<file path="src/rtl/core/clprm_pkg.sv">
// Shared constants, codes and types for the character list unit.
`default_nettype none

package clprm_pkg;

  // Default list capacity
  localparam int DEPTH_DEF = 32;

  // Fixed field widths
  localparam int ACT_W    = 3;
  localparam int CHAR_W   = 8;
  localparam int STATUS_W = 2;
  localparam int COUNT_W  = 6;

  // Action codes
  localparam logic [ACT_W-1:0] ACT_PUSH    = 3'd0;
  localparam logic [ACT_W-1:0] ACT_REMOVE  = 3'd1;
  localparam logic [ACT_W-1:0] ACT_RD_FWD  = 3'd2;
  localparam logic [ACT_W-1:0] ACT_RD_BACK = 3'd3;
  localparam logic [ACT_W-1:0] ACT_CLEAR   = 3'd4;

  // Status codes
  localparam logic [STATUS_W-1:0] STAT_OK       = 2'd0;
  localparam logic [STATUS_W-1:0] STAT_NOTFOUND = 2'd1;
  localparam logic [STATUS_W-1:0] STAT_FULL     = 2'd2;
  localparam logic [STATUS_W-1:0] STAT_EMPTY    = 2'd3;

  // Sequencer states
  typedef enum logic [1:0] {
    S_IDLE,
    S_RESP,
    S_REM,
    S_RD
  } state_t;

endpackage

`default_nettype wire

</file>
<file path="src/rtl/core/clprm_ram.sv">
// Entry store: one write port and one read port with registered read data.
`default_nettype none

module clprm_ram #(
  parameter int DEPTH = clprm_pkg::DEPTH_DEF
) (
  input  wire logic                          clk,
  input  wire logic                          we,
  input  wire logic [$clog2(DEPTH)-1:0]      waddr,
  input  wire logic [clprm_pkg::CHAR_W-1:0]  wdata,
  input  wire logic                          re,
  input  wire logic [$clog2(DEPTH)-1:0]      raddr,
  output logic      [clprm_pkg::CHAR_W-1:0]  rdata
);

  logic [clprm_pkg::CHAR_W-1:0] mem [DEPTH];

  // Write port
  always_ff @(posedge clk) begin
    if (we) begin
      mem[waddr] <= wdata;
    end
  end

  // Read port, hold data when not enabled
  always_ff @(posedge clk) begin
    if (re) begin
      rdata <= mem[raddr];
    end
  end

endmodule

`default_nettype wire

</file>
<file path="src/rtl/core/char_list_push_front_remove_all_unit.sv">
// Top level: ordered character list with push-front, remove-all, reads and clear.
//
// Usage:
//   Input channel (in_valid/in_stall) carries action and char_in. in_stall is
//   high whenever the sequencer is busy; a new item is taken only when idle.
//   Output channel (out_valid/out_stall) carries status, char_out, count and
//   last; last marks the final result item of each input item.
//   The entries live in a circular buffer in one RAM; a head pointer moves
//   back on push. Push, clear and a read of an empty list give their result
//   through the response state S_RESP. Remove-all walks the list through the
//   single RAM read port and compare, one entry per cycle, then gives its
//   result through S_RESP. Forward and backward reads fetch the first entry
//   from the RAM on acceptance and then give one entry per cycle while
//   out_stall is low. Action codes 5 to 7 are dropped without any result.
//   When out_stall is high the output register holds its item and the
//   sequencer waits; nothing is lost. A result may wait in the output register
//   while the next input item is accepted.
//   Reset (rst, synchronous) empties the list and drops any pending result.
`default_nettype none

module char_list_push_front_remove_all_unit #(
  parameter int DEPTH = clprm_pkg::DEPTH_DEF
) (
  input  wire logic                            clk,
  input  wire logic                            rst,
  input  wire logic                            in_valid,
  output logic                                 in_stall,
  input  wire logic [clprm_pkg::ACT_W-1:0]     action,
  input  wire logic [clprm_pkg::CHAR_W-1:0]    char_in,
  output logic                                 out_valid,
  input  wire logic                            out_stall,
  output logic      [clprm_pkg::STATUS_W-1:0]  status,
  output logic      [clprm_pkg::CHAR_W-1:0]    char_out,
  output logic      [clprm_pkg::COUNT_W-1:0]   count,
  output logic                                 last
);

  localparam int AW = $clog2(DEPTH);
  localparam int CW = $clog2(DEPTH + 1);
  localparam logic [AW:0]   DEPTH_A = (AW + 1)'(DEPTH);
  localparam logic [CW-1:0] DEPTH_C = CW'(DEPTH);
  localparam logic [AW-1:0] TOP_A   = AW'(DEPTH - 1);

  // Map a list position onto a buffer address
  function automatic logic [AW-1:0] phys(input logic [AW-1:0] base,
                                         input logic [AW-1:0] off);
    logic [AW:0] s;
    s = {1'b0, base} + {1'b0, off};
    if (s >= DEPTH_A) begin
      s = s - DEPTH_A;
    end
    return s[AW-1:0];
  endfunction

  clprm_pkg::state_t state, state_next;

  logic [AW-1:0]                    head, head_next;
  logic [CW-1:0]                    fill, fill_next;
  logic [CW-1:0]                    idx, idx_next;
  logic [CW-1:0]                    kept, kept_next;
  logic                             pend, pend_next;
  logic [clprm_pkg::ACT_W-1:0]      act_q, act_q_next;
  logic [clprm_pkg::CHAR_W-1:0]     ch_q, ch_q_next;
  logic [clprm_pkg::STATUS_W-1:0]   res_status, res_status_next;

  logic                             out_free;
  logic                             load_out;
  logic [clprm_pkg::STATUS_W-1:0]   ld_status;
  logic [clprm_pkg::CHAR_W-1:0]     ld_char;
  logic                             ld_last;

  logic                             ram_we;
  logic [AW-1:0]                    ram_waddr;
  logic [clprm_pkg::CHAR_W-1:0]     ram_wdata;
  logic                             ram_re;
  logic [AW-1:0]                    ram_raddr;
  logic [clprm_pkg::CHAR_W-1:0]     ram_rdata;

  logic [AW-1:0]                    head_dec;
  logic [CW-1:0]                    nidx;
  logic [CW-1:0]                    npos;
  logic [CW-1:0]                    first_pos;

  clprm_ram #(
    .DEPTH (DEPTH)
  ) u_ram (
    .clk   (clk),
    .we    (ram_we),
    .waddr (ram_waddr),
    .wdata (ram_wdata),
    .re    (ram_re),
    .raddr (ram_raddr),
    .rdata (ram_rdata)
  );

  assign in_stall = (state != clprm_pkg::S_IDLE);
  assign out_free = !out_valid || !out_stall;
  assign head_dec = (head == '0) ? TOP_A : head - 1'b1;
  assign nidx     = idx + 1'b1;
  assign npos     = (act_q == clprm_pkg::ACT_RD_BACK) ? fill - 1'b1 - nidx : nidx;
  assign first_pos = (action == clprm_pkg::ACT_RD_BACK) ? fill - 1'b1 : '0;

  // Hold control state
  always_ff @(posedge clk) begin
    if (rst) begin
      state <= clprm_pkg::S_IDLE;
      head  <= '0;
      fill  <= '0;
      pend  <= 1'b0;
    end else begin
      state <= state_next;
      head  <= head_next;
      fill  <= fill_next;
      pend  <= pend_next;
    end
  end

  // Hold working registers
  always_ff @(posedge clk) begin
    idx        <= idx_next;
    kept       <= kept_next;
    act_q      <= act_q_next;
    ch_q       <= ch_q_next;
    res_status <= res_status_next;
  end

  // Output register: load a new item or drop the one taken
  always_ff @(posedge clk) begin
    if (rst) begin
      out_valid <= 1'b0;
    end else if (load_out) begin
      out_valid <= 1'b1;
    end else if (out_valid && !out_stall) begin
      out_valid <= 1'b0;
    end
  end

  always_ff @(posedge clk) begin
    if (load_out) begin
      status   <= ld_status;
      char_out <= ld_char;
      count    <= clprm_pkg::COUNT_W'(fill);
      last     <= ld_last;
    end
  end

  // Sequencer: next state, RAM access and result loading
  always_comb begin
    state_next      = state;
    head_next       = head;
    fill_next       = fill;
    idx_next        = idx;
    kept_next       = kept;
    pend_next       = pend;
    act_q_next      = act_q;
    ch_q_next       = ch_q;
    res_status_next = res_status;
    load_out        = 1'b0;
    ld_status       = clprm_pkg::STAT_OK;
    ld_char         = '0;
    ld_last         = 1'b1;
    ram_we          = 1'b0;
    ram_waddr       = '0;
    ram_wdata       = '0;
    ram_re          = 1'b0;
    ram_raddr       = '0;

    case (state)
      clprm_pkg::S_IDLE: begin
        if (in_valid) begin
          case (action)
            clprm_pkg::ACT_PUSH: begin
              if (fill == DEPTH_C) begin
                res_status_next = clprm_pkg::STAT_FULL;
              end else begin
                head_next       = head_dec;
                ram_we          = 1'b1;
                ram_waddr       = head_dec;
                ram_wdata       = char_in;
                fill_next       = fill + 1'b1;
                res_status_next = clprm_pkg::STAT_OK;
              end
              state_next = clprm_pkg::S_RESP;
            end
            clprm_pkg::ACT_REMOVE: begin
              ch_q_next = char_in;
              idx_next  = '0;
              kept_next = '0;
              pend_next = 1'b0;
              if (fill == '0) begin
                res_status_next = clprm_pkg::STAT_NOTFOUND;
                state_next      = clprm_pkg::S_RESP;
              end else begin
                state_next = clprm_pkg::S_REM;
              end
            end
            clprm_pkg::ACT_RD_FWD, clprm_pkg::ACT_RD_BACK: begin
              if (fill == '0) begin
                res_status_next = clprm_pkg::STAT_EMPTY;
                state_next      = clprm_pkg::S_RESP;
              end else begin
                act_q_next = action;
                idx_next   = '0;
                ram_re     = 1'b1;
                ram_raddr  = phys(head, first_pos[AW-1:0]);
                state_next = clprm_pkg::S_RD;
              end
            end
            clprm_pkg::ACT_CLEAR: begin
              fill_next       = '0;
              res_status_next = clprm_pkg::STAT_OK;
              state_next      = clprm_pkg::S_RESP;
            end
            default: begin
            end
          endcase
        end
      end

      // Give the single result of push, remove, clear or an empty read
      clprm_pkg::S_RESP: begin
        if (out_free) begin
          load_out   = 1'b1;
          ld_status  = res_status;
          state_next = clprm_pkg::S_IDLE;
        end
      end

      // Compact the list: keep each entry that differs from the character
      clprm_pkg::S_REM: begin
        if (pend) begin
          if (ram_rdata != ch_q) begin
            ram_we    = 1'b1;
            ram_waddr = phys(head, kept[AW-1:0]);
            ram_wdata = ram_rdata;
            kept_next = kept + 1'b1;
          end
        end
        if (idx < fill) begin
          ram_re    = 1'b1;
          ram_raddr = phys(head, idx[AW-1:0]);
          idx_next  = nidx;
          pend_next = 1'b1;
        end else begin
          pend_next = 1'b0;
        end
        if (!pend && idx == fill) begin
          if (kept == fill) begin
            res_status_next = clprm_pkg::STAT_NOTFOUND;
          end else begin
            fill_next       = kept;
            res_status_next = clprm_pkg::STAT_OK;
          end
          state_next = clprm_pkg::S_RESP;
        end
      end

      // Stream the entries, fetching the next one as each is loaded
      clprm_pkg::S_RD: begin
        if (out_free) begin
          load_out  = 1'b1;
          ld_status = clprm_pkg::STAT_OK;
          ld_char   = ram_rdata;
          ld_last   = (nidx == fill);
          if (nidx == fill) begin
            state_next = clprm_pkg::S_IDLE;
          end else begin
            idx_next  = nidx;
            ram_re    = 1'b1;
            ram_raddr = phys(head, npos[AW-1:0]);
          end
        end
      end

      default: begin
        state_next = clprm_pkg::S_IDLE;
      end
    endcase
  end

`ifndef SYNTHESIS
  a_fill_bound: assert property (@(posedge clk) disable iff (rst)
    fill <= DEPTH_C)
    else $error("list fill exceeds capacity");

  a_push_grows: assert property (@(posedge clk) disable iff (rst)
    (in_valid && !in_stall && action == clprm_pkg::ACT_PUSH && fill < DEPTH_C)
    |=> fill == $past(fill) + 1'b1)
    else $error("push did not grow the list by one");

  a_clear_empties: assert property (@(posedge clk) disable iff (rst)
    (in_valid && !in_stall && action == clprm_pkg::ACT_CLEAR) |=> fill == '0)
    else $error("clear left entries in the list");

  a_kept_behind: assert property (@(posedge clk) disable iff (rst)
    (state == clprm_pkg::S_REM) |-> kept <= idx)
    else $error("compaction write overtook the scan");

  a_empty_count: assert property (@(posedge clk) disable iff (rst)
    (out_valid && status == clprm_pkg::STAT_EMPTY) |-> (count == '0 && last))
    else $error("empty status with entries or without last");
`endif

endmodule

`default_nettype wire
</file>
<file path="config.mk">
export PLATFORM = sky130hd
export DESIGN_NAME = char_list_push_front_remove_all_unit
export DESIGN_NICKNAME = d
export VERILOG_FILES = /design/src/rtl/core/clprm_pkg.sv /design/src/rtl/core/clprm_ram.sv /design/src/rtl/core/char_list_push_front_remove_all_unit.sv
export SDC_FILE = /design/constraint.sdc
export NUM_CORES = 1
export LEC_CHECK = 0
export BUFFER_PORTS_ARGS = -buffer_cell sky130_fd_sc_hd__buf_2
export CAP_MARGIN = 20
export CORE_MARGIN = 1.5
export CORE_UTILIZATION = 60
export DETAILED_ROUTE_END_ITERATION = 7
export PLACE_DENSITY_LB_ADDON = 0.12
export SLEW_MARGIN = 20
export SYNTH_ARGS = -nofsm -noshare
export SYNTH_HDL_FRONTEND = slang
export SYNTH_SLANG_ARGS = --single-unit
</file>
<file path="constraint.sdc">
create_clock -name clk -period 11.82 [get_ports clk]
set_clock_uncertainty 0.2 [all_clocks]
set_input_delay 1.773 -clock clk [delete_from_list [all_inputs] [get_ports clk]]
set_output_delay 1.773 -clock clk [all_outputs]
set_load 0.01 [all_outputs]
</file>
==> results_dict.tcl <==
set metrics [dict create \
    cp.arrival_ns 5.59 \
    synth_cell_types 66 \
    nets 1193 \
    portBuffers 33 \
    via_count 9421 \
    grt.total_usage 0.285 \
    clk_pin_slew_ns 0.06 \
    postCtsSetupBuffers 0 \
    antenna_found_initial 0 \
    irDropWorstVdd_uv 131 \
    use_met3 0.0742 \
    hold_end "out_valid$_SDFFE_PP0P_" \
    met1_usage 0.419 \
    end_kind "flop" \
    grt_max_degree 79 \
    hold_viol 0 \
    postCtsResizedCells 0 \
    worstReg2RegStart "fill[0]$_SDFFE_PP0P_" \
    use_met2 0.423 \
    p_switching_mw 0.607 \
    dpl.hpwl_microns 22800 \
    seqPwrFrac 0.495 \
    p_clk_frac 0.414 \
    h-tree-depth 2 \
    outcome "finished clean" \
    gp_congestion 0.903 \
    start_kind "flop" \
    num_rows 56 \
    synthArstFlopShare 0 \
    hold_start "out_valid$_SDFFE_PP0P_" \
    io_pins 34 \
    dp_cells 1426 \
    setup_viol 0 \
    yosys_warnings 0 \
    syn_nets 1158 \
    ff2ff_setup_slack_ns 6.42 \
    area_growth_pct 10.7 \
    core_sq_um 23600 \
    route.detailed.drc 0 \
    finalSetupTns_ns 0 \
    wl_microns 35100 \
    power_frac_comb 0.091 \
    critPathKind "flop to flop" \
    final_cells 1488 \
    cts_inserted_buffers 34 \
    switching_share 0.234 \
    p_total_mw 2.60 \
    die_w_microns 159 \
    drt-pass1-iter-count 6 \
    avgSynthCellArea_sq_um 13.1 \
    cts.sinks 321 \
    num_antenna_cells 0 \
    drv_slew 0 \
    synth_cells 1109 \
    synth_top_area_frac 0.631 \
    overflow 0 \
    rsz0062_at_grt "no" \
    top_usage_layer "met2" \
    synthTopCellsByArea "edfxtp_1 63%, nand2_1 4.7%, mux2i_1 3.3%" \
    place_area_sq_um 15000 \
    grt_pass1_vias 9197 \
    dieArea_sq_um 25200 \
    final_core_util 0.682 \
    final.period_utilization 0.457 \
    max-cap-violations 0 \
    ant_nets 0 \
    syn_area_sq_um 14600 \
    r2r-end "u_ram.rdata[2]$_DFFE_PP_" \
    p_leak_nw 5.95 \
    p_per_area_nw_per_um2 161 \
    synthFlopType "edfxtp_1" \
    cp_data_required_time_ns 12.00 \
    hold_depth 2 \
    period_needed_ns 5.40 \
    synth-edff-count 306 \
    fmax_ghz 0.185 \
    clockRootBuffer "clkbuf_16" \
    grt_pass1_wl_microns 54400 \
    die_height_microns 159 \
    cts_tree "built" \
    crit_fanout 17 \
    rr_worst_depth 13 \
    design_area_sq_um 16100 \
    p_int_mw 1.99 \
    vias_per_cell 6.33 \
    cts_hold_buf 0 \
    drive_above_1_share 0.109 \
    synth_seq_cells 321 \
    tightest_slew_ns 1.10 \
    drt_iter0_markers 1166 \
    initial_core_util 0.617 \
    relSlewSlack 0.266 \
    hold_class "flop to flop" \
    post_drt_wl_per_cell_microns 23.6 \
    ctsLongestPathBuffers 3 \
    synth_area_leader_cell "edfxtp_1" \
    insertion_delay_ns 0.52 \
    ys_seq_area_frac 0.652 \
]
## per-stage QoR
| step | hold WS, ns | setup slack (ns) |
|---|---|---|
| 6_report | 0.358 | 6.42 |
| 3_3_place_gp | 0.347 | 6.24 |
| 5_1_grt | 0.375 | 6.29 |
| 2_1_floorplan | 0.203 | 6.98 |
| 4_1_cts | 0.359 | 6.54 |
| 3_5_place_dp | 0.344 | 6.19 |
## sequential cells by signal, summed over array words and instances (netlist names), 2 cells and up
signal,cells
u_ram.rdata,8
head,5
act_q,3
fill,6
count,6
ch_q,8
char_out,8
res_status,2
idx,6
state,2
kept,6
u_ram.mem,256
status,2
## worst max-delay path: stages (launching register included)
cell and delay, ns:
dfxtp_1 0.60, inv_1 0.21, ha_1 0.47, xor2_1 0.21
ha_1 0.31, mux2_2 0.28, inv_1 0.08, fa_1 0.47
o31ai_4 0.96, nor2_1 0.42, buf_4 0.34, a32oi_1 0.49
nand3_1 0.13, nand4_1 0.11
## metal layers
metal	vias to the layer above	part of all wire
met3	65	0.10
met1	4628	0.43
met4	0	0.021
li1	4253	-
met2	475	0.44
met5	-	0
## power groups by stage
stage / clock (mW) / sequential, mW / combinational, mW
after floorplan: 0 / 1.30 / 0.168
after global placement: 0 / 1.31 / 0.226
after detailed placement: 0 / 1.31 / 0.232
after CTS: 1.08 / 1.29 / 0.233
after global routing: 1.13 / 1.29 / 0.258
final: 1.08 / 1.29 / 0.236
## synthesized netlist by cell type, types with 3 or more instances
cell type and instances:
clkbuf_1 22, nor2b_1 9, a211oi_1 5, nand2_1 183, o21ai_0 15, xnor2_1 25
a2111oi_0 5, a21oi_1 34, o211ai_1 7, buf_6 5, buf_2 15, o221a_1 4
a32oi_1 29, and2_1 19, ha_1 30, mux2_2 9, a221oi_1 5, xor2_1 26
inv_1 20, a21o_1 10, nor2_1 69, a22oi_1 16, nand3_1 55, buf_4 9
nor3_1 7, fa_1 4, nor4_1 3, and3_1 6, mux2i_1 48, nand4_1 14
a31oi_1 17, edfxtp_1 306, a21boi_0 4, o31ai_1 7, o31a_1 3, a22o_1 9
dfxtp_1 15
## cell usage in the layout, fill, tap and decap left out, types with 10 or more instances in the layout
| master | count |
|---|---|
| a21o_1 | 10 |
| mux2i_1 | 48 |
| a31oi_1 | 17 |
| xor2_1 | 26 |
| ha_1 | 30 |
| a22oi_1 | 16 |
| dfxtp_1 | 15 |
| a21oi_1 | 34 |
| nand3_1 | 55 |
| xnor2_1 | 25 |
| nor2_1 | 69 |
| and2_1 | 19 |
| buf_4 | 17 |
| edfxtp_1 | 306 |
| buf_2 | 33 |
| nand2_1 | 182 |
| inv_1 | 20 |
| nand4_1 | 14 |
| o21ai_0 | 15 |
| clkbuf_16 | 35 |
| a32oi_1 | 29 |
## worst max-delay path by stage
stage / slack [ns] / end / cells after the start / start
after floorplan: 6.98 / u_ram.rdata[6]$_DFFE_PP_ / 15 / action[2]
after global placement: 6.24 / u_ram.rdata[4]$_DFFE_PP_ / 12 / action[2]
after detailed placement: 6.19 / u_ram.rdata[4]$_DFFE_PP_ / 12 / action[2]
after CTS: 6.54 / u_ram.rdata[3]$_DFFE_PP_ / 13 / fill[0]$_SDFFE_PP0P_
after global routing: 6.29 / u_ram.rdata[2]$_DFFE_PP_ / 13 / fill[0]$_SDFFE_PP0P_
final: 6.42 / u_ram.rdata[2]$_DFFE_PP_ / 13 / fill[0]$_SDFFE_PP0P_
## kinds of logic after synthesis
logic type,share of synthesized area
AO/OA/AOI/OAI,0.0963
AND/OR/NAND/NOR,0.120
XOR/XNOR,0.0349
buffers and inverters,0.0260
adder cells (fa/ha/maj),0.0313
flip-flops,0.652
multiplexers,0.0400
## cell type report
class / count / area [sq um]
Fill cell: 1652 / 7500
Tap cell: 319 / 399
Sequential cell: 321 / 9490
Clock inverter: 20 / 229
Inverter: 21 / 81.3
Multi-Input combinational cell: 715 / 4690
Clock buffer: 41 / 908
Timing Repair Buffer: 51 / 308
(Power assumes the default switching activity.)
